==> src/rtl/core/pesu_pkg.sv <==
`timescale 1ns / 1ps
// ----------------------------------------------------------------------------
// pesu_pkg
// Shared types, constants and helpers of the elastic stress update core.
// ----------------------------------------------------------------------------
package pesu_pkg;

   localparam int NUM_PARTICLES = 1024;
   localparam int PIDX_W        = 10;
   localparam int FIFO_DEPTH    = 4;
   localparam int FIFO_PTR_W    = $clog2(FIFO_DEPTH);
   localparam int CSR_IDX_W     = 8;

   localparam logic [31:0] ONE_Q16   = 32'h0001_0000;
   // floor(x/3) for 32 bit x is (x * RECIP3) >> 33
   localparam logic [31:0] RECIP3    = 32'hAAAA_AAAB;

   localparam logic [CSR_IDX_W-1:0] REG_TIME_STEP     = 8'd0;
   localparam logic [CSR_IDX_W-1:0] REG_SHEAR_MODULUS = 8'd1;
   localparam logic [CSR_IDX_W-1:0] REG_BULK_MODULUS  = 8'd2;
   localparam logic [CSR_IDX_W-1:0] REG_POISSON_RATIO = 8'd3;

   localparam logic [31:0] RST_TIME_STEP     = 32'd0;
   localparam logic [30:0] RST_SHEAR_MODULUS = 31'd26214400;
   localparam logic [30:0] RST_BULK_MODULUS  = 31'd43690667;
   localparam logic [30:0] RST_POISSON_RATIO = 31'd1073741824;

   typedef enum logic {
      FUNC_UPDATE = 1'b0,
      FUNC_INIT   = 1'b1
   } func_type;

   typedef struct packed {
      func_type          func;
      logic [PIDX_W-1:0] particle;
      logic              in_range;
      logic [8:0][31:0]  grad;
      logic [30:0]       vol;
   } item_type;

   typedef struct packed {
      logic [31:0] time_step;
      logic [30:0] shear_modulus;
      logic [30:0] bulk_modulus;
      logic [30:0] poisson_ratio;
   } cfg_type;

   typedef struct packed {
      logic [PIDX_W-1:0] particle;
      logic [5:0][31:0]  sig;
      logic [30:0]       volume;
   } result_type;

   function automatic logic [31:0] sat32(input logic signed [51:0] v);
      logic [31:0] r;
      if (v > 52'sd2147483647) begin
         r = 32'h7FFF_FFFF;
      end else if (v < -52'sd2147483648) begin
         r = 32'h8000_0000;
      end else begin
         r = v[31:0];
      end
      return r;
   endfunction

endpackage

==> src/rtl/core/pesu_front.sv <==
`timescale 1ns / 1ps
// ----------------------------------------------------------------------------
// pesu_front
// Takes requests, checks the particle range and hands them to the queue.
// ----------------------------------------------------------------------------
module pesu_front import pesu_pkg::*; (
   input  logic              clock,
   input  logic              reset,
   input  logic              in_valid,
   output logic              in_ready,
   input  logic              in_func,
   input  logic [PIDX_W-1:0] in_particle,
   input  logic [8:0][31:0]  in_grad,
   input  logic [30:0]       in_vol,
   output logic              push_valid,
   input  logic              push_ready,
   output item_type          push_item
);

   logic     valid_ff, valid_in;
   item_type item_ff, item_in;

   assign in_ready = !valid_ff || push_ready;

   always_comb begin
      item_in.func     = in_func ? FUNC_INIT : FUNC_UPDATE;
      item_in.particle = in_particle;
      item_in.in_range = (32'(in_particle) < 32'(NUM_PARTICLES));
      item_in.grad     = in_grad;
      item_in.vol      = in_vol;
      valid_in         = in_valid || (valid_ff && !push_ready);
   end

   always_ff @(posedge clock) begin
      if (reset) begin
         valid_ff <= 1'b0;
      end else begin
         valid_ff <= valid_in;
      end
      if (in_valid && in_ready) begin
         item_ff <= item_in;
      end
   end

   assign push_valid = valid_ff;
   assign push_item  = item_ff;

endmodule

==> config.mk <==
export PLATFORM = sky130hd
export DESIGN_NAME = pesu_front
export DESIGN_NICKNAME = d
export VERILOG_FILES = /design/src/rtl/core/pesu_pkg.sv /design/src/rtl/core/pesu_front.sv
export SDC_FILE = /design/constraint.sdc
export NUM_CORES = 1
export LEC_CHECK = 0
export BUFFER_PORTS_ARGS = -buffer_cell sky130_fd_sc_hd__buf_2
export CORE_AREA = 2 2 260 262
export CTS_BUF_LIST = sky130_fd_sc_hd__clkbuf_8
export DETAILED_ROUTE_END_ITERATION = 8
export DIE_AREA = 0 0 262 264
export PLACE_DENSITY = 0.42
export SKIP_CTS_REPAIR_TIMING = 1
export SLEW_MARGIN = 20
export SYNTH_ARGS = -nofsm -noshare
export SYNTH_HDL_FRONTEND = slang
export SYNTH_SLANG_ARGS = --single-unit
==> constraint.sdc <==
create_clock -name clock -period 2.98 [get_ports clock]
set_clock_uncertainty 0.05 [all_clocks]
set_input_delay 0.149 -clock clock [delete_from_list [all_inputs] [get_ports clock]]
set_output_delay 0.149 -clock clock [all_outputs]
set_load 0.01 [all_outputs]
# Word-level counts from Yosys, hierarchy flattened
# Index checks and enable logic that the tools add are counted.
[word_totals] reg_bits=331 output_inout_bits=333
[op_classes] n_mux=1 n_reduce_logical=6
[op_table] cell="1-bit logical AND" n=2
[op_table] cell="1-bit zero test" n=2
[op_table] cell="1-bit logical OR" n=2
[op_table] cell="1-bit 2-to-1 mux" n=1

# Logic depth before layout (Yosys ltp)
[logic_depth] word_depth=3 depth_mapped=2

# Least setup slack after synthesis
# No wires, ideal clock.
[synth_path] kind="flip-flop to flip-flop" from="reg valid_ff, in the netlist push_valid" to="reg item_ff, in the netlist push_item[0], enable pin" setup_ns=0.466 arrival_time_ns=2.747 setup_slack_ns=-0.283 path_stages_with_launch=3 n_path_buf=0 synth_period_minus_slack_ns=3.263 path_cell_list="dfxtp_1 > nand2b_4 > and2_4"
[synth_between] elab_chain_cells=3
[synth_rtl] element="from (decl)" line_no="pesu_front.sv:20" source="logic valid_ff, valid_in;"
[synth_rtl] element="from (signal assigned)" line_no="pesu_front.sv:38" source="valid_ff <= valid_in;"
[synth_rtl] element="1-bit zero test" line_no="pesu_front.sv:23" source="assign in_ready = !valid_ff || push_ready;"
[synth_rtl] element="1-bit logical OR" line_no="pesu_front.sv:23"
[synth_rtl] element="net in_ready" line_no="pesu_front.sv:10" source="output logic in_ready,"
[synth_rtl] element="1-bit logical AND" line_no="pesu_front.sv:40" source="if (in_valid && in_ready) begin"
[synth_rtl] element="to (signal assigned)" line_no="pesu_front.sv:41" source="item_ff <= item_in;"
[synth_rtl] element="to (decl)" line_no="pesu_front.sv:21" source="item_type item_ff, item_in;"
# The timed path passes the listed nets, and every way through them passes these cells.
# A chain may end at the register's enable or synchronous reset.

# Final worst setup path
[layout_path] from="reg valid_ff, in the netlist push_valid" to="reg item_ff, in the netlist push_item[43], enable pin"
[layout_between] elab_chain_cells=3
[layout_rtl] element="1-bit zero test" line_no="pesu_front.sv:23"
[layout_rtl] element="1-bit logical OR" line_no="pesu_front.sv:23"
[layout_rtl] element="1-bit logical AND" line_no="pesu_front.sv:40"
# Every way passes these cells.

==> results.md <==
- Outcome: finished, final reports clean
- Row Count: between 90 and 100
- Area grow syn2layout: 89.8%
- Hold_sp: in_valid
- Nets: roughly 1700
- Reg2Reg Setup Slack: 1.20 ns
- WS Path Type: flip-flop to flip-flop
- Area contributors post-synth: edfxtp_1, dfxtp_1, nand2b_4
- Final Hold Viols: 0
- Clock transition at path regs: ~0.060 ns
- # DRC: 0
- CP top delay family: simple AND/OR/NAND/NOR gates
- CP Buf/Inv Count: 1
- Syn Area/Cell: 29.6 um^2
- Commonest non-fill, non-tap cell in the layout: buf_2
- WL/cell: between 15 and 20 um
- Final HPWL DP: 25800 um
- PwrDens: 552 nW/um^2
- Highest-count cells in the layout ignoring fill and taps: buf_2, dlygate4sd3_1, edfxtp_1, clkbuf_8, inv_1
- GR Util met2: 0.164
- Met3 usage: 0.0345
- CP max-delay cell: and2_4
- Initial DRC count: 320
- Tcrit/Tclk final: 0.598
- Worst r2r src: push_valid
- Peak Freq: roughly 560 MHz
- CTS Sinks: 331
- Port Buffers: 665
- Critical Path Start Type: flip-flop
- Initial antenna violation count: 4
- Grt ovf: 0
- FF-to-FF End: push_item[43]
- Routed via count: between 7000 and 8000
- GPL Wtd Cong: slightly below 0.8
- Cell depth of the worst setup path: 3
- CP cell instances: nand2b_4 -> and2_4 -> buf_12
- Largest area contributor in the netlist: edfxtp_1
- Final WS setup: 1.20 ns
- Hold Path Stages: 2
- Critical path arrival: about 2.0 ns
- Crit. Startpoint: push_valid
- Mapped Cells: 337
- Fin crit period: roughly 1.8 ns
- Static Leakage: just under 8 nW
- DP Worst Slack: approximately 1.2 ns
- Worst-margin pin slew: approximately 0.54 ns
- Max Slew Vio Count: 0
- Worst path required time: 3.18 ns
- GRT Util Overall: 0.0889
- Setup violations, final: 0
- Sequential area share after synthesis: 0.995
- Die X: 262 um
- Worst skew pair latency: between 0.6 and 0.7 ns
- Final instance area: between 15000 and 20000 um^2
- Max rail drop VDD: just over 0.0003 V
- CTS tree: yes
- Initial core utilization: 0.150
- Die area: 69200 um^2
- Unique masters post-synth: 8
- Global-route wire length before repair: about 45000 um
- Post-Syn Area: 9980 um^2
- Most used routing layer: met2
- Largest net degree at the start of global routing: 90
- Post-Route WL: 35700 um
- Worst Setup EP: push_item[43]
- Core ar.: 66600 um^2
- Yosys warns: 0
- MaxCap Viol Count: 0
- Post-Place Cells: ~1900
- H-tree levels: 2
- Post-route core utilization: 0.284
- CP peak stage delay: around 0.4 ns
- Cell Area, Placed: ~15000 um^2
- Num CTS Buffers: 57
- Post-Layout Cell Count: approximately 2300
- Yosys top cell area share: 0.993
- Max-slew headroom: 0.638
- CP endpoint kind: flip-flop
- CTS Root Cell: clkbuf_8
- DRT antenna net count: 0
- Post-Synthesis Net Count: about 670
- Worst hold path class: input port to flip-flop
- Vias per inst: 3.26
- Longest Clk Path Bufs: 3
- GR Layer Usage met1: 0.0897
- Layout cell share with drive strength beyond 1: 0.519
- R2r worst-path depth: 3
- Vias in the first global route: around 7000
- FF+latch count, synth: between 300 and 400
- Pre-antenna DRT Iters: 4
- # IOs: roughly 670
- Critical Path Fanout Max: 89
- Die H: between 200 and 300 um
- RSZ-0062 raised after global routing: false
## cell type report
class	instances	area (um^2)
Timing Repair Buffer	1016	6840
Sequential cell	331	9930
Antenna cell	1	2.50
Clock buffer	59	812
Inverter	1	3.75
Tap cell	873	1090
Fill cell	6780	47600
Clock inverter	45	210
Multi-Input combinational cell	4	35.0
## how the worst min path moves through the flow
| stage | end | slack [ns] |
|---|---|---|
| floorplan | push_valid | 0.15 |
| global placement | push_valid | 0.27 |
| detailed placement | push_item[154] | 0.28 |
| CTS | push_item[15] | -0.44 |
| global route | push_item[273] | 0.05 |
| finish | push_item[96] | 0.08 |
## power breakdown
group | switching [mW] | internal (mW) | total, mW
Sequential | 0.0713 | 5.45 | 5.52
Combinational | 0.538 | 0.634 | 1.17
Clock | 1.84 | 1.91 | 3.75
Total | 2.45 | 8.00 | 10.4
## metrics by stage
step / hold WS [ns] / total power [mW] / setup TNS, ns
2_1_floorplan: 0.154 / 5.87 / -83.17
4_1_cts: -0.443 / 10.3 / 0
5_1_grt: 0.0528 / 10.9 / 0
6_report: 0.0842 / 10.4 / 0
3_3_place_gp: 0.274 / 6.44 / 0
3_5_place_dp: 0.277 / 6.46 / 0
## Yosys cell counts
cell type	number
and2_4	1
nand2b_4	1
edfxtp_1	330
buf_4	1
conb_1	1
inv_1	1
dfxtp_1	1
a21oi_2	1
## kinds of logic (layout without fill, tap and decap cells)
| family | count (synthesis) | in the layout | synth area share |
|---|---|---|---|
| AO/OA/AOI/OAI | 1 | 1 | 0.000878 |
| buffers and inverters | 2 | 1121 | 0.00113 |
| flip-flops | 331 | 331 | 0.995 |
| other | 1 | 2 | 0.000376 |
| AND/OR/NAND/NOR | 2 | 2 | 0.00226 |
## routing by layer
metal / vias up / part of all wire
met4: 2 / 0.024
met5: - / 0.00036
li1: 3536 / -
met3: 63 / 0.090
met2: 394 / 0.53
met1: 3608 / 0.36
## flip-flops by register name (all words and copies together) (netlist names)
register and flops:
push_valid 1, push_item 330
Power figures use the tool's default switching activity.
