--- src/rtl/core/pesu_pkg.sv ---
`timescale 1ns / 1ps
// ----------------------------------------------------------------------------
// pesu_pkg
// Shared types, constants and helpers of the elastic stress update core.
// ----------------------------------------------------------------------------
package pesu_pkg;

   localparam int NUM_PARTICLES = 1024;
   localparam int PIDX_W        = 10;
   localparam int FIFO_DEPTH    = 4;
   localparam int FIFO_PTR_W    = $clog2(FIFO_DEPTH);
   localparam int CSR_IDX_W     = 8;

   localparam logic [31:0] ONE_Q16   = 32'h0001_0000;
   // floor(x/3) for 32 bit x is (x * RECIP3) >> 33
   localparam logic [31:0] RECIP3    = 32'hAAAA_AAAB;

   localparam logic [CSR_IDX_W-1:0] REG_TIME_STEP     = 8'd0;
   localparam logic [CSR_IDX_W-1:0] REG_SHEAR_MODULUS = 8'd1;
   localparam logic [CSR_IDX_W-1:0] REG_BULK_MODULUS  = 8'd2;
   localparam logic [CSR_IDX_W-1:0] REG_POISSON_RATIO = 8'd3;

   localparam logic [31:0] RST_TIME_STEP     = 32'd0;
   localparam logic [30:0] RST_SHEAR_MODULUS = 31'd26214400;
   localparam logic [30:0] RST_BULK_MODULUS  = 31'd43690667;
   localparam logic [30:0] RST_POISSON_RATIO = 31'd1073741824;

   typedef enum logic {
      FUNC_UPDATE = 1'b0,
      FUNC_INIT   = 1'b1
   } func_type;

   typedef struct packed {
      func_type          func;
      logic [PIDX_W-1:0] particle;
      logic              in_range;
      logic [8:0][31:0]  grad;
      logic [30:0]       vol;
   } item_type;

   typedef struct packed {
      logic [31:0] time_step;
      logic [30:0] shear_modulus;
      logic [30:0] bulk_modulus;
      logic [30:0] poisson_ratio;
   } cfg_type;

   typedef struct packed {
      logic [PIDX_W-1:0] particle;
      logic [5:0][31:0]  sig;
      logic [30:0]       volume;
   } result_type;

   function automatic logic [31:0] sat32(input logic signed [51:0] v);
      logic [31:0] r;
      if (v > 52'sd2147483647) begin
         r = 32'h7FFF_FFFF;
      end else if (v < -52'sd2147483648) begin
         r = 32'h8000_0000;
      end else begin
         r = v[31:0];
      end
      return r;
   endfunction

endpackage

--- src/rtl/core/pesu_fifo.sv ---
`timescale 1ns / 1ps
// ----------------------------------------------------------------------------
// pesu_fifo
// Short request queue between the front and the back pipeline.
// ----------------------------------------------------------------------------
module pesu_fifo import pesu_pkg::*; (
   input  logic     clock,
   input  logic     reset,
   input  logic     push_valid,
   output logic     push_ready,
   input  item_type push_item,
   output logic     pop_valid,
   input  logic     pop_ready,
   output item_type pop_item
);

   item_type                entry_ff [FIFO_DEPTH];
   logic [FIFO_PTR_W-1:0]   wr_ptr_ff, rd_ptr_ff;
   logic [FIFO_PTR_W:0]     count_ff, count_in;
   logic                    do_push, do_pop;

   assign push_ready = (count_ff != (FIFO_PTR_W+1)'(FIFO_DEPTH));
   assign pop_valid  = (count_ff != '0);
   assign pop_item   = entry_ff[rd_ptr_ff];
   assign do_push    = push_valid && push_ready;
   assign do_pop     = pop_valid && pop_ready;

   always_comb begin
      count_in = count_ff;
      if (do_push && !do_pop) begin
         count_in = count_ff + 1'b1;
      end else if (do_pop && !do_push) begin
         count_in = count_ff - 1'b1;
      end
   end

   always_ff @(posedge clock) begin
      if (reset) begin
         wr_ptr_ff <= '0;
         rd_ptr_ff <= '0;
         count_ff  <= '0;
      end else begin
         count_ff <= count_in;
         if (do_push) begin
            wr_ptr_ff <= wr_ptr_ff + 1'b1;
         end
         if (do_pop) begin
            rd_ptr_ff <= rd_ptr_ff + 1'b1;
         end
      end
      if (do_push) begin
         entry_ff[wr_ptr_ff] <= push_item;
      end
   end

endmodule

--- config.mk ---
export PLATFORM = sky130hd
export DESIGN_NAME = pesu_fifo
export DESIGN_NICKNAME = d
export VERILOG_FILES = /design/src/rtl/core/pesu_pkg.sv /design/src/rtl/core/pesu_fifo.sv
export SDC_FILE = /design/constraint.sdc
export NUM_CORES = 1
export LEC_CHECK = 0
export BUFFER_PORTS_ARGS = -buffer_cell sky130_fd_sc_hd__buf_2
export CAP_MARGIN = 25
export CORE_MARGIN = 2
export CORE_UTILIZATION = 40
export CTS_CLUSTER_SIZE = 25
export DETAILED_ROUTE_END_ITERATION = 10
export PLACE_DENSITY = 0.56
export SYNTH_ARGS = -nofsm -noshare
export SYNTH_HDL_FRONTEND = slang
export SYNTH_SLANG_ARGS = --single-unit
--- constraint.sdc ---
create_clock -name clock -period 14.6 [get_ports clock]
set_clock_uncertainty 0.1 [all_clocks]
set_input_delay 1.46 -clock clock [delete_from_list [all_inputs] [get_ports clock]]
set_output_delay 1.46 -clock clock [all_outputs]
set_load 0.01 [all_outputs]
; After elaboration in Yosys (flattened, before gate mapping)
; Memories as Yosys holds them, arrays and structs flattened. A register that Yosys moved wholly into a read port is not among the register bits.
; Index checks and enable logic that the tools add are counted.
; Widths: inputs -> output; s select.
[op_classes]
add_sub_neg = 4
n_eq_ne = 1
n_mux = 6
reduce_logical = 8
[ops]
columns = cell, n
row1 = $mux 3, 2
row2 = $add 2x1->2 const B, 2
row3 = $logic_and 1x1->1, 4
row4 = $mux 2, 2
row5 = $add 3x1->3 const B, 1
row6 = $ne 3x3->1 const B, 1
row7 = $reduce_bool 3->1, 1
row8 = $sub 3x1->3 const B, 1
row9 = $logic_not 1->1, 2
row10 = $mux 1, 2
row11 = $reduce_bool 2->1, 1
[word_totals]
register_bits = 7
mem_bits_rw = 1324
inputBits = 335
out_inout_bits = 333
memories = 1
[mem_list]
columns = memory, words, word_bits, rd, rd_ports_with_merged_regs, wr, line
row1 = entry_ff, 4, 331, 1, 1, 1, pesu_fifo.sv:17  ; item_type entry_ff [FIFO_DEPTH];

; Longest topological paths before layout
; Gate-level depths: netlist of run 1.
[logic_depth]
depth_word = 6
mapped_depth = 8
mapped_depth_nobuf = 8

; Worst setup path after synthesis of run 1
; Ideal clock, no wire load.
[synth_timing]
path_kind = in2reg
from = input push_valid
to = memory entry_ff[0][0] (netlist name), enable pin
arrival_time_ns = 9.263
required_time_ns = 13.764
slack_ns = 4.502
path_stages = 2
path_cell_list = a21boi_2 and2_1
[synth_between]
elab_chain_cells = 3
[synth_rtl]
columns = element, line
row1 = from (decl), pesu_fifo.sv:9  ; input logic push_valid,
row2 = $logic_and 1x1->1, pesu_fifo.sv:25  ; assign do_push = push_valid && push_ready;
row3 = $mux 1, pesu_fifo.sv:51  ; if (do_push) begin
row4 = $mux 1 (not written as such), pesu_fifo.sv:52  ; entry_ff[wr_ptr_ff] <= push_item;
row5 = to (decl), pesu_fifo.sv:17
; No other way between the ends.

==> results of run 1 <==
[power breakdown]
| part | internal, uW | switching [uW] | leakage [uW] |
|---|---|---|---|
| combinational | 1050 | 1280 | 0.00470 |
| clock | 2010 | 1460 | 0.00219 |
| sequential | 4650 | 108 | 0.0122 |
| total | 7710 | 2840 | 0.0191 |
[cell usage after synthesis]
| master | count |
|---|---|
| a21boi_2 | 1 |
| a21oi_1 | 1 |
| and2_1 | 4 |
| buf_2 | 34 |
| buf_6 | 33 |
| clkbuf_1 | 8 |
| dfxtp_1 | 9 |
| edfxtp_1 | 1324 |
| fa_1 | 1 |
| ha_1 | 5 |
| inv_1 | 3 |
| mux2_2 | 1 |
| mux2i_1 | 2 |
| mux4_2 | 331 |
| nand2_1 | 1 |
| nand2b_1 | 2 |
| nor2_1 | 8 |
| o21ai_0 | 1 |
| o311ai_0 | 1 |
| o31ai_1 | 1 |
| or3_1 | 2 |
| xor2_1 | 4 |
[cell families after synthesis]
family / after synthesis
adders and majority gates: 6
AOI/OAI and AO/OA: 5
muxes: 334
buffers and inverters: 78
xor gates and xnor gates: 4
and+or+nand+nor: 17
DFF: 1333
[layout make-up]
cell class	instances	area [sq um]	share of cell area
flip-flops and latches	1333	39900	0.689
multi-input cells	366	7730	0.133
repair buffers	696	3700	0.0638
clock buffers	177	3680	0.0635
well taps	1612	2020	0.0348
clock inverters	77	847	0.0146
diodes	24	60.1	0.00104
inverters	3	11.3	0.000194
[path summary, 6_finish.rpt]
kind,endpoint,depth (start not counted),startpoint,slack [ns]
setup reg to reg,entry_ff[1][108]$_DFFE_PP_,6,count_ff[0]$_SDFFE_PP0P_,9.86
hold / removal,flop,2,rd_ptr_ff[0]$_SDFFE_PP0P_,0.43
hold reg to reg,flop,2,rd_ptr_ff[0]$_SDFFE_PP0P_,0.43
setup / recovery,pop_item[238],5,flop,8.23
[metrics by stage]
stage               total power (uW)  std cells   util  hold WS [ns]  setup slack [ns]
finish                         10600       4288  0.484         0.430              8.23
global route                   11000       4272  0.484         0.478              7.97
CTS                            10700       4264  0.484         0.435              8.07
detailed placement              7240       4010  0.446         0.421              8.78
global placement                7200       4006  0.445         0.397              8.66
floorplan                       6450       1777      -         0.382              4.50
[registers in the layout (all words and copies together), names as in the netlist, named ones only]
register,cells
entry_ff,1324
count_ff,3
wr_ptr_ff,2
rd_ptr_ff,2
[critical path, stage by stage, from the launching register on]
cell,delay (ns)
dfxtp_4,0.82
buf_4,0.75
buf_4,0.73
buf_4,0.88
mux4_2,0.43
buf_2,0.17
[metal layers]
metal  up-vias  wire, microns
met3       220          11500
met5         -            392
met1     11400          39000
li1       9330              -
met2       724          49800
met4        64           2350
==> flow_metrics.env, run 1 <==
export IMPL_outcome="finished clean"
export IMPL_p_leak_uw=0.0191
export IMPL_die_height_microns=351
export IMPL_relSlewSlack=0.198
export IMPL_htree_levels=4
export IMPL_hold_violations=0
export IMPL_ir_drop_v=0.000140
export IMPL_worstPathArrival_ns=4.81
export IMPL_synth_fa_ha_area_frac=0.00171
export IMPL_max_cap_viol_count=0
export IMPL_clkTransAtPathRegs_ns=0.06
export IMPL_drv_slew=0
export IMPL_clock_sinks=1333
export IMPL_grt_pass1_wl_microns=150000
export IMPL_end_kind="output pin"
export IMPL_avgRoutedWirePerCell_microns=24.0
export IMPL_area_growth_pct=20.2
export IMPL_nets=2882
export IMPL_gp_congestion=0.762
export IMPL_cts_root_buffer="clkbuf_16"
export IMPL_post_cts_buffers=0
export IMPL_dr_total_vias=21700
export IMPL_finish_instance_area_sq_um=58000
export IMPL_use_met2=0.261
export IMPL_yosys_warnings=0
export IMPL_post_dp_hpwl_microns=64200
export IMPL_period_share=0.436
export IMPL_synthMuxAreaShare=0.155
export IMPL_ys_seq_area_frac=0.828
export IMPL_cts_buffers=141
export IMPL_globalRouteTotalUtil=0.165
export IMPL_drc=0
export IMPL_antenna_left=0
export IMPL_die_x_microns=351
export IMPL_die_area_sq_um=123000
export IMPL_crit_required_ns=13.04
export IMPL_initial_core_util=0.403
export IMPL_viasPerCell=5.07
export IMPL_rsz0062_at_grt="no"
export IMPL_critPathKind="flop to output pin"
export IMPL_avgSynthCellArea_sq_um=27.2
export IMPL_synth_top_family_by_area="multiplexers"
export IMPL_cts_tree="built"
export IMPL_clk_latency_ns=0.77
export IMPL_synth_cells=1777
export IMPL_syn_nets=2118
export IMPL_tns_ns=0
export IMPL_yosys_cell_types_count=22
export IMPL_first_global_vias=23000
export IMPL_post_dp_cell_area_sq_um=53400
export IMPL_routed_wl_microns=103000
export IMPL_synth_top_cell_area_share=0.824
export IMPL_overflow=0
export IMPL_synth_xor_area_frac=0.000726
export IMPL_holdCritPathClass="flop to flop"
export IMPL_p_per_area_nw_per_um2=182
export IMPL_synthSimpleGateAreaFrac=0.00174
export IMPL_cts_buffer_depth=3
export IMPL_grt_use_met3=0.0760
export IMPL_dr_pass1_iters=5
export IMPL_synth_compound_area_frac=0.000778
export IMPL_final_cell_mix="edfxtp_1, buf_2, mux4_2"
export IMPL_grt_antenna_before_repair=58
export IMPL_layout_commonest_cell="edfxtp_1"
export IMPL_io_buffers=667
export IMPL_setup_viol=0
export IMPL_ys_ff_latch=1333
export IMPL_met1_usage=0.204
export IMPL_grt_max_degree=143
export IMPL_yosys_top_cells_area="edfxtp_1, mux4_2, buf_6"
export IMPL_core_sq_um=120000
export IMPL_min_period_ns=6.37
export IMPL_fillers=9818
export IMPL_fmax_mhz=157
export IMPL_row_count=127
export IMPL_syn_area_sq_um=48200
export IMPL_path_max_fanout=67
export IMPL_grt_busiest_layer="met2"
export IMPL_ios=668
export IMPL_drive_above_1_share=0.462
export IMPL_tightest_slew_ns=1.20
export IMPL_yosys_area_top_type="edfxtp_1"
export IMPL_dr_first_iter_drc_count=1582
export IMPL_holdBufCountCts=0
export IMPL_start_kind="flop"
export IMPL_cts_resized=0
(Power assumes the default switching activity.)
==> run 2: changes to the inputs <==
==> constraint.sdc (replaced) <==
create_clock -name clock -period 5.9 [get_ports clock]
set_clock_uncertainty 0.1 [all_clocks]
set_input_delay 0.59 -clock clock [delete_from_list [all_inputs] [get_ports clock]]
set_output_delay 0.59 -clock clock [all_outputs]
set_load 0.01 [all_outputs]
==> run 2 against run 1 <==
Register-to-register slack lost 6.9 ns. First-iteration DRC count shrank 3.6%. Sequential share of layout area shrank 3.7 points. Sequential power grew 150%. Clock power grew 140%.
==> flow_metrics.env, run 2 (synthesis results as in run 1) <==
export IMPL_final_cell_mix="edfxtp_1, buf_2, dlygate4sd3_1"
export IMPL_regArea_sq_um=39900
export IMPL_relSlewSlack=0.204
export IMPL_cts_root_buffer="clkbuf_16"
export IMPL_die_x_microns=351
export IMPL_start_kind="flop"
export IMPL_hold_ws_ns=0.156
export IMPL_cp_endpoint="pop_item[255]"
export IMPL_first_global_vias=24500
export IMPL_rr_endpoint="entry_ff[3][5]$_DFFE_PP_"
export IMPL_setup_slack_ns=2.07
export IMPL_drc=0
export IMPL_grt_max_degree=142
export IMPL_grt_antenna_before_repair=34
export IMPL_p_leak_uw=0.0205
export IMPL_cts_resized=0
export IMPL_hold_path_depth=4
export IMPL_fmax_mhz=261
export IMPL_rsz0062_at_grt="no"
export IMPL_dp_cells=4018
export IMPL_ir_drop_v=0.000281
export IMPL_nets=3221
export IMPL_routed_wl_microns=106000
export IMPL_core_sq_um=120000
export IMPL_tightest_slew_ns=1.19
export IMPL_die_height_microns=351
export IMPL_p_per_area_nw_per_um2=428
export IMPL_period_share=0.649
export IMPL_ios=668
export IMPL_post_dp_hpwl_microns=64100
export IMPL_outcome="finished clean"
export IMPL_drive_above_1_share=0.412
export IMPL_hold_violations=0
export IMPL_largest_reg_flops=1324
export IMPL_avgRoutedWirePerCell_microns=22.8
export IMPL_dr_total_vias=23000
export IMPL_row_count=127
export IMPL_clk_latency_ns=0.74
export IMPL_crit_required_ns=5.21
export IMPL_worstPathArrival_ns=3.14
export IMPL_r2r_cells=4
export IMPL_tns_ns=0
export IMPL_critPathKind="flop to output pin"
export IMPL_overflow=0
export IMPL_cpPeakStageDelay_ns=0.93
export IMPL_post_cts_buffers=0
export IMPL_drv_slew=0
export IMPL_holdCritPathClass="primary input to flop"
export IMPL_slowest_stage="dfxtp_4"
export IMPL_largestRegisters="entry_ff x1324, count_ff x3"
export IMPL_grt_pass1_wl_microns=155000
export IMPL_path_max_fanout=71
export IMPL_layout_commonest_cell="edfxtp_1"
export IMPL_multi_input_area_sq_um=7730
export IMPL_globalRouteTotalUtil=0.170
export IMPL_area_growth_pct=27.1
export IMPL_total_power_uw=26200
export IMPL_dr_pass1_iters=5
export IMPL_cts_buffer_depth=3
export IMPL_io_buffers=667
export IMPL_clock_sinks=1333
export IMPL_htree_levels=4
export IMPL_setup_viol=0
export IMPL_final_cells=4624
export IMPL_cts_buffers=140
export IMPL_min_period_ns=3.83
export IMPL_clkTransAtPathRegs_ns=0.05
export IMPL_gp_congestion=0.780
export IMPL_cts_tree="built"
export IMPL_die_area_sq_um=123000
export IMPL_rr_startpoint="count_ff[0]$_SDFFE_PP0P_"
export IMPL_dp_slack_ns=2.71
export IMPL_initial_core_util=0.403
export IMPL_dr_first_iter_drc_count=1525
export IMPL_crit_chain="buf_12, mux4_2, buf_2"
export IMPL_viasPerCell=4.97
export IMPL_antenna_left=0
export IMPL_rrSetupSlack_ns=2.96
export IMPL_max_cap_viol_count=0
export IMPL_fillers=9508
export IMPL_end_kind="output pin"
export IMPL_regMostFlops="entry_ff"
## run 2: area by class of cell
class / instances / share of cell area
clock buffer: 180 / 0.0609
timing repair buffer: 1036 / 0.116
sequential: 1333 / 0.651
multi-input combinational: 366 / 0.126
tap: 1612 / 0.0329
antenna: 22 / 0.000898
clock inverter: 72 / 0.0116
inverter: 3 / 0.000184
## run 2: layer usage
metal	vias up	wire length, microns	track usage
li1	10000	-	-
met5	-	153	0
met1	12000	41600	0.217
met3	167	9850	0.0629
met4	22	2320	0.0514
met2	785	51700	0.272
## run 2: timing repair
item                       4_1_cts  5_1_grt
hold endpoints to repair      1331        0
setup endpoints to repair        0        0
hold buffers                   332        0
## run 2: worst min-delay path by stage
stage / slack, ns / start / to
finish: 0.16 / pop_ready / flop
global route: 0.17 / pop_ready / flop
CTS: 0.07 / pop_ready / flop
detailed placement: 0.40 / rd_ptr_ff[0]$_SDFFE_PP0P_ / flop
global placement: 0.39 / wr_ptr_ff[1]$_SDFFE_PP0P_ / wr_ptr_ff[1]$_SDFFE_PP0P_
floorplan: 0.38 / wr_ptr_ff[1]$_SDFFE_PP0P_ / wr_ptr_ff[1]$_SDFFE_PP0P_
## run 2: stage by stage
step / instance area [sq um] / utilization
after floorplan: 48300 / -
after global placement: 53500 / 0.446
after detailed placement: 53500 / 0.447
after CTS: 61300 / 0.511
after global routing: 61300 / 0.512
final: 61300 / 0.512
## run 2: report_power, final
group          internal, uW  leakage (uW)  switching [uW]  total, uW
Clock                  4940       0.00216            3500       8440
Combinational          2800       0.00613            3220       6010
Sequential            11500        0.0122             289      11800
Total                 19200        0.0205            7010      26200
## run 2: critical path: cells and delay by family (launching register included)
| family | cells | cell delay (ns) |
|---|---|---|
| flip-flops | 1 | 0.93 |
| buffers and inverters | 2 | 0.63 |
| multiplexers | 1 | 0.64 |
==> run 3: changes to the inputs <==
==> constraint.sdc (replaced) <==
create_clock -name clock -period 3.77 [get_ports clock]
set_clock_uncertainty 0.1 [all_clocks]
set_input_delay 0.377 -clock clock [delete_from_list [all_inputs] [get_ports clock]]
set_output_delay 0.377 -clock clock [all_outputs]
set_load 0.01 [all_outputs]
==> run 3 against run 2 <==
Via count is 1.5% higher. Flip-flop and latch count unchanged. First-iteration DRC count is 3.7% higher. Wire length is 3.1% higher. Count of clock-buffer cells in the layout fell by 2. Total power rose by 59%. Critical path type unchanged. Largest power group unchanged.
==> flow_metrics.env, run 3 (synthesis results as in run 1) <==
export IMPL_outcome="finished clean"
export IMPL_avgRoutedWirePerCell_microns=23.3
export IMPL_met1_usage=0.223
export IMPL_drive_above_1_share=0.422
export IMPL_finish_instance_area_sq_um=62100
export IMPL_io_buffers=667
export IMPL_min_period_ns=3.22
export IMPL_die_height_microns=351
export IMPL_viasPerCell=4.99
export IMPL_dr_pass1_iters=5
export IMPL_dr_first_iter_drc_count=1582
export IMPL_hold_violations=0
export IMPL_row_count=127
export IMPL_clk_latency_ns=0.75
export IMPL_regMostFlops="entry_ff"
export IMPL_internal_power_uw=30500
export IMPL_initial_core_util=0.403
export IMPL_grt_antenna_before_repair=22
export IMPL_fillers=9475
export IMPL_switchingPower_uw=11100
export IMPL_p_leak_uw=0.0209
export IMPL_holdCritPathClass="primary input to flop"
export IMPL_fin_util=0.518
export IMPL_grt_pass1_wl_microns=159000
export IMPL_end_kind="output pin"
export IMPL_start_kind="flop"
export IMPL_cts_root_buffer="clkbuf_16"
export IMPL_grt_max_degree=85
export IMPL_nets=3269
export IMPL_use_met2=0.276
export IMPL_p_comb_frac=0.235
export IMPL_htree_levels=4
export IMPL_largest_reg_flops=1324
export IMPL_multi_input_area_sq_um=7730
export IMPL_pwr_share_clk=0.324
export IMPL_total_power_uw=41600
export IMPL_first_global_vias=24900
export IMPL_rsz0062_at_grt="no"
export IMPL_ir_drop_v=0.000512
export IMPL_layout_commonest_cell="edfxtp_1"
export IMPL_setup_viol=0
export IMPL_regArea_sq_um=39900
export IMPL_globalRouteTotalUtil=0.175
export IMPL_cts_buffer_depth=3
export IMPL_grt_use_met3=0.0682
export IMPL_routed_wl_microns=109000
export IMPL_worstPathArrival_ns=2.74
export IMPL_cts_tree="built"
export IMPL_clkTransAtPathRegs_ns=0.06
export IMPL_cts_resized=0
export IMPL_fmax_mhz=311
export IMPL_p_per_area_nw_per_um2=671
export IMPL_overflow=0
export IMPL_critPathKind="flop to output pin"
export IMPL_grt_busiest_layer="met2"
export IMPL_crit_required_ns=3.29
export IMPL_largestRegisters="entry_ff x1324, count_ff x3"
export IMPL_period_share=0.853
export IMPL_relSlewSlack=0.432
export IMPL_final_cell_mix="edfxtp_1, buf_2, dlygate4sd3_1"
export IMPL_antenna_left=0
export IMPL_post_dp_hpwl_microns=69700
export IMPL_tns_ns=0
export IMPL_post_dp_cell_area_sq_um=54100
export IMPL_post_cts_buffers=0
export IMPL_area_growth_pct=28.7
export IMPL_max_cap_viol_count=0
export IMPL_drv_slew=0
export IMPL_clock_sinks=1333
export IMPL_drc=0
export IMPL_die_area_sq_um=123000
export IMPL_die_x_microns=351
export IMPL_gp_congestion=0.776
export IMPL_sequentialPowerShare=0.441
export IMPL_ios=668
export IMPL_path_max_fanout=33
export IMPL_tightest_slew_ns=0.852
export IMPL_cts_buffers=142
export IMPL_dr_total_vias=23300
export IMPL_switching_share=0.267
export IMPL_core_sq_um=120000
run 3: cell count changes in the layout (fill, tap and decap cells not counted), moves of 2 or more:
| cell | previous run | this run |
|---|---|---|
| clkbuf_1 | 36 | 30 |
| clkinvlp_4 | 4 | 1 |
| clkinv_1 | 28 | 31 |
| dlygate4sd3_1 | 332 | 334 |
| buf_12 | 13 | 37 |
| buf_4 | 23 | 44 |
| diode_2 | 22 | 19 |
| clkinv_2 | 19 | 26 |
| clkbuf_16 | 144 | 148 |
run 3: power by group through the flow:
stage	clock network [uW]	logic [uW]	registers (uW)
2_1_floorplan	0	5920	18700
3_3_place_gp	0	9680	18600
3_5_place_dp	0	9710	18700
4_1_cts	13900	10100	18400
5_1_grt	14500	10600	18500
6_report	13500	9780	18300
run 3: stage by stage:
step / setup WS (ns) / instances / hold WS [ns]
2_1_floorplan: -1.64 / 1777 / 0.376
3_3_place_gp: 1.28 / 4062 / 0.393
3_5_place_dp: 1.21 / 4062 / 0.408
4_1_cts: 0.410 / 4655 / 0.183
5_1_grt: 0.337 / 4666 / 0.225
6_report: 0.552 / 4674 / 0.259
run 3: routing by layer:
layer	part of all wire	vias to the layer above
met3	0.094	166
met4	0.023	14
li1	-	10100
met2	0.49	745
met1	0.40	12300
met5	0.00086	-
run 3: cell type report:
type                       instances  share of cell area
sequential                      1333               0.643
clock inverter                    81              0.0122
clock buffer                     178              0.0615
inverter                           3            0.000181
antenna                           19            0.000766
tap                             1612              0.0325
multi-input combinational        366               0.125
timing repair buffer            1082               0.125
run 3: final timing paths:
| path | startpoint | to | slack [ns] | cells after the start |
|---|---|---|---|---|
| worst max-delay path | flop | pop_item[131] | 0.55 | 3 |
| worst min register to register | wr_ptr_ff[1]$_SDFFE_PP0P_ | wr_ptr_ff[1]$_SDFFE_PP0P_ | 0.42 | 2 |
| worst max register to register | count_ff[0]$_SDFFE_PP0P_ | entry_ff[3][289]$_DFFE_PP_ | 1.22 | 4 |
| worst min-delay path | push_item[136] | entry_ff[2][136]$_DFFE_PP_ | 0.26 | 2 |
run 3: timing repair:
item,4_1_cts,5_1_grt
hold endpoints to repair,1333,0
endpoints found under the setup margin,0,0
hold buffers,334,0
run 3: critical path, cell delays in order (launching register included):
cell     delay (ns)
dfxtp_4        0.56
buf_4          0.61
mux4_2         0.61
buf_2          0.17
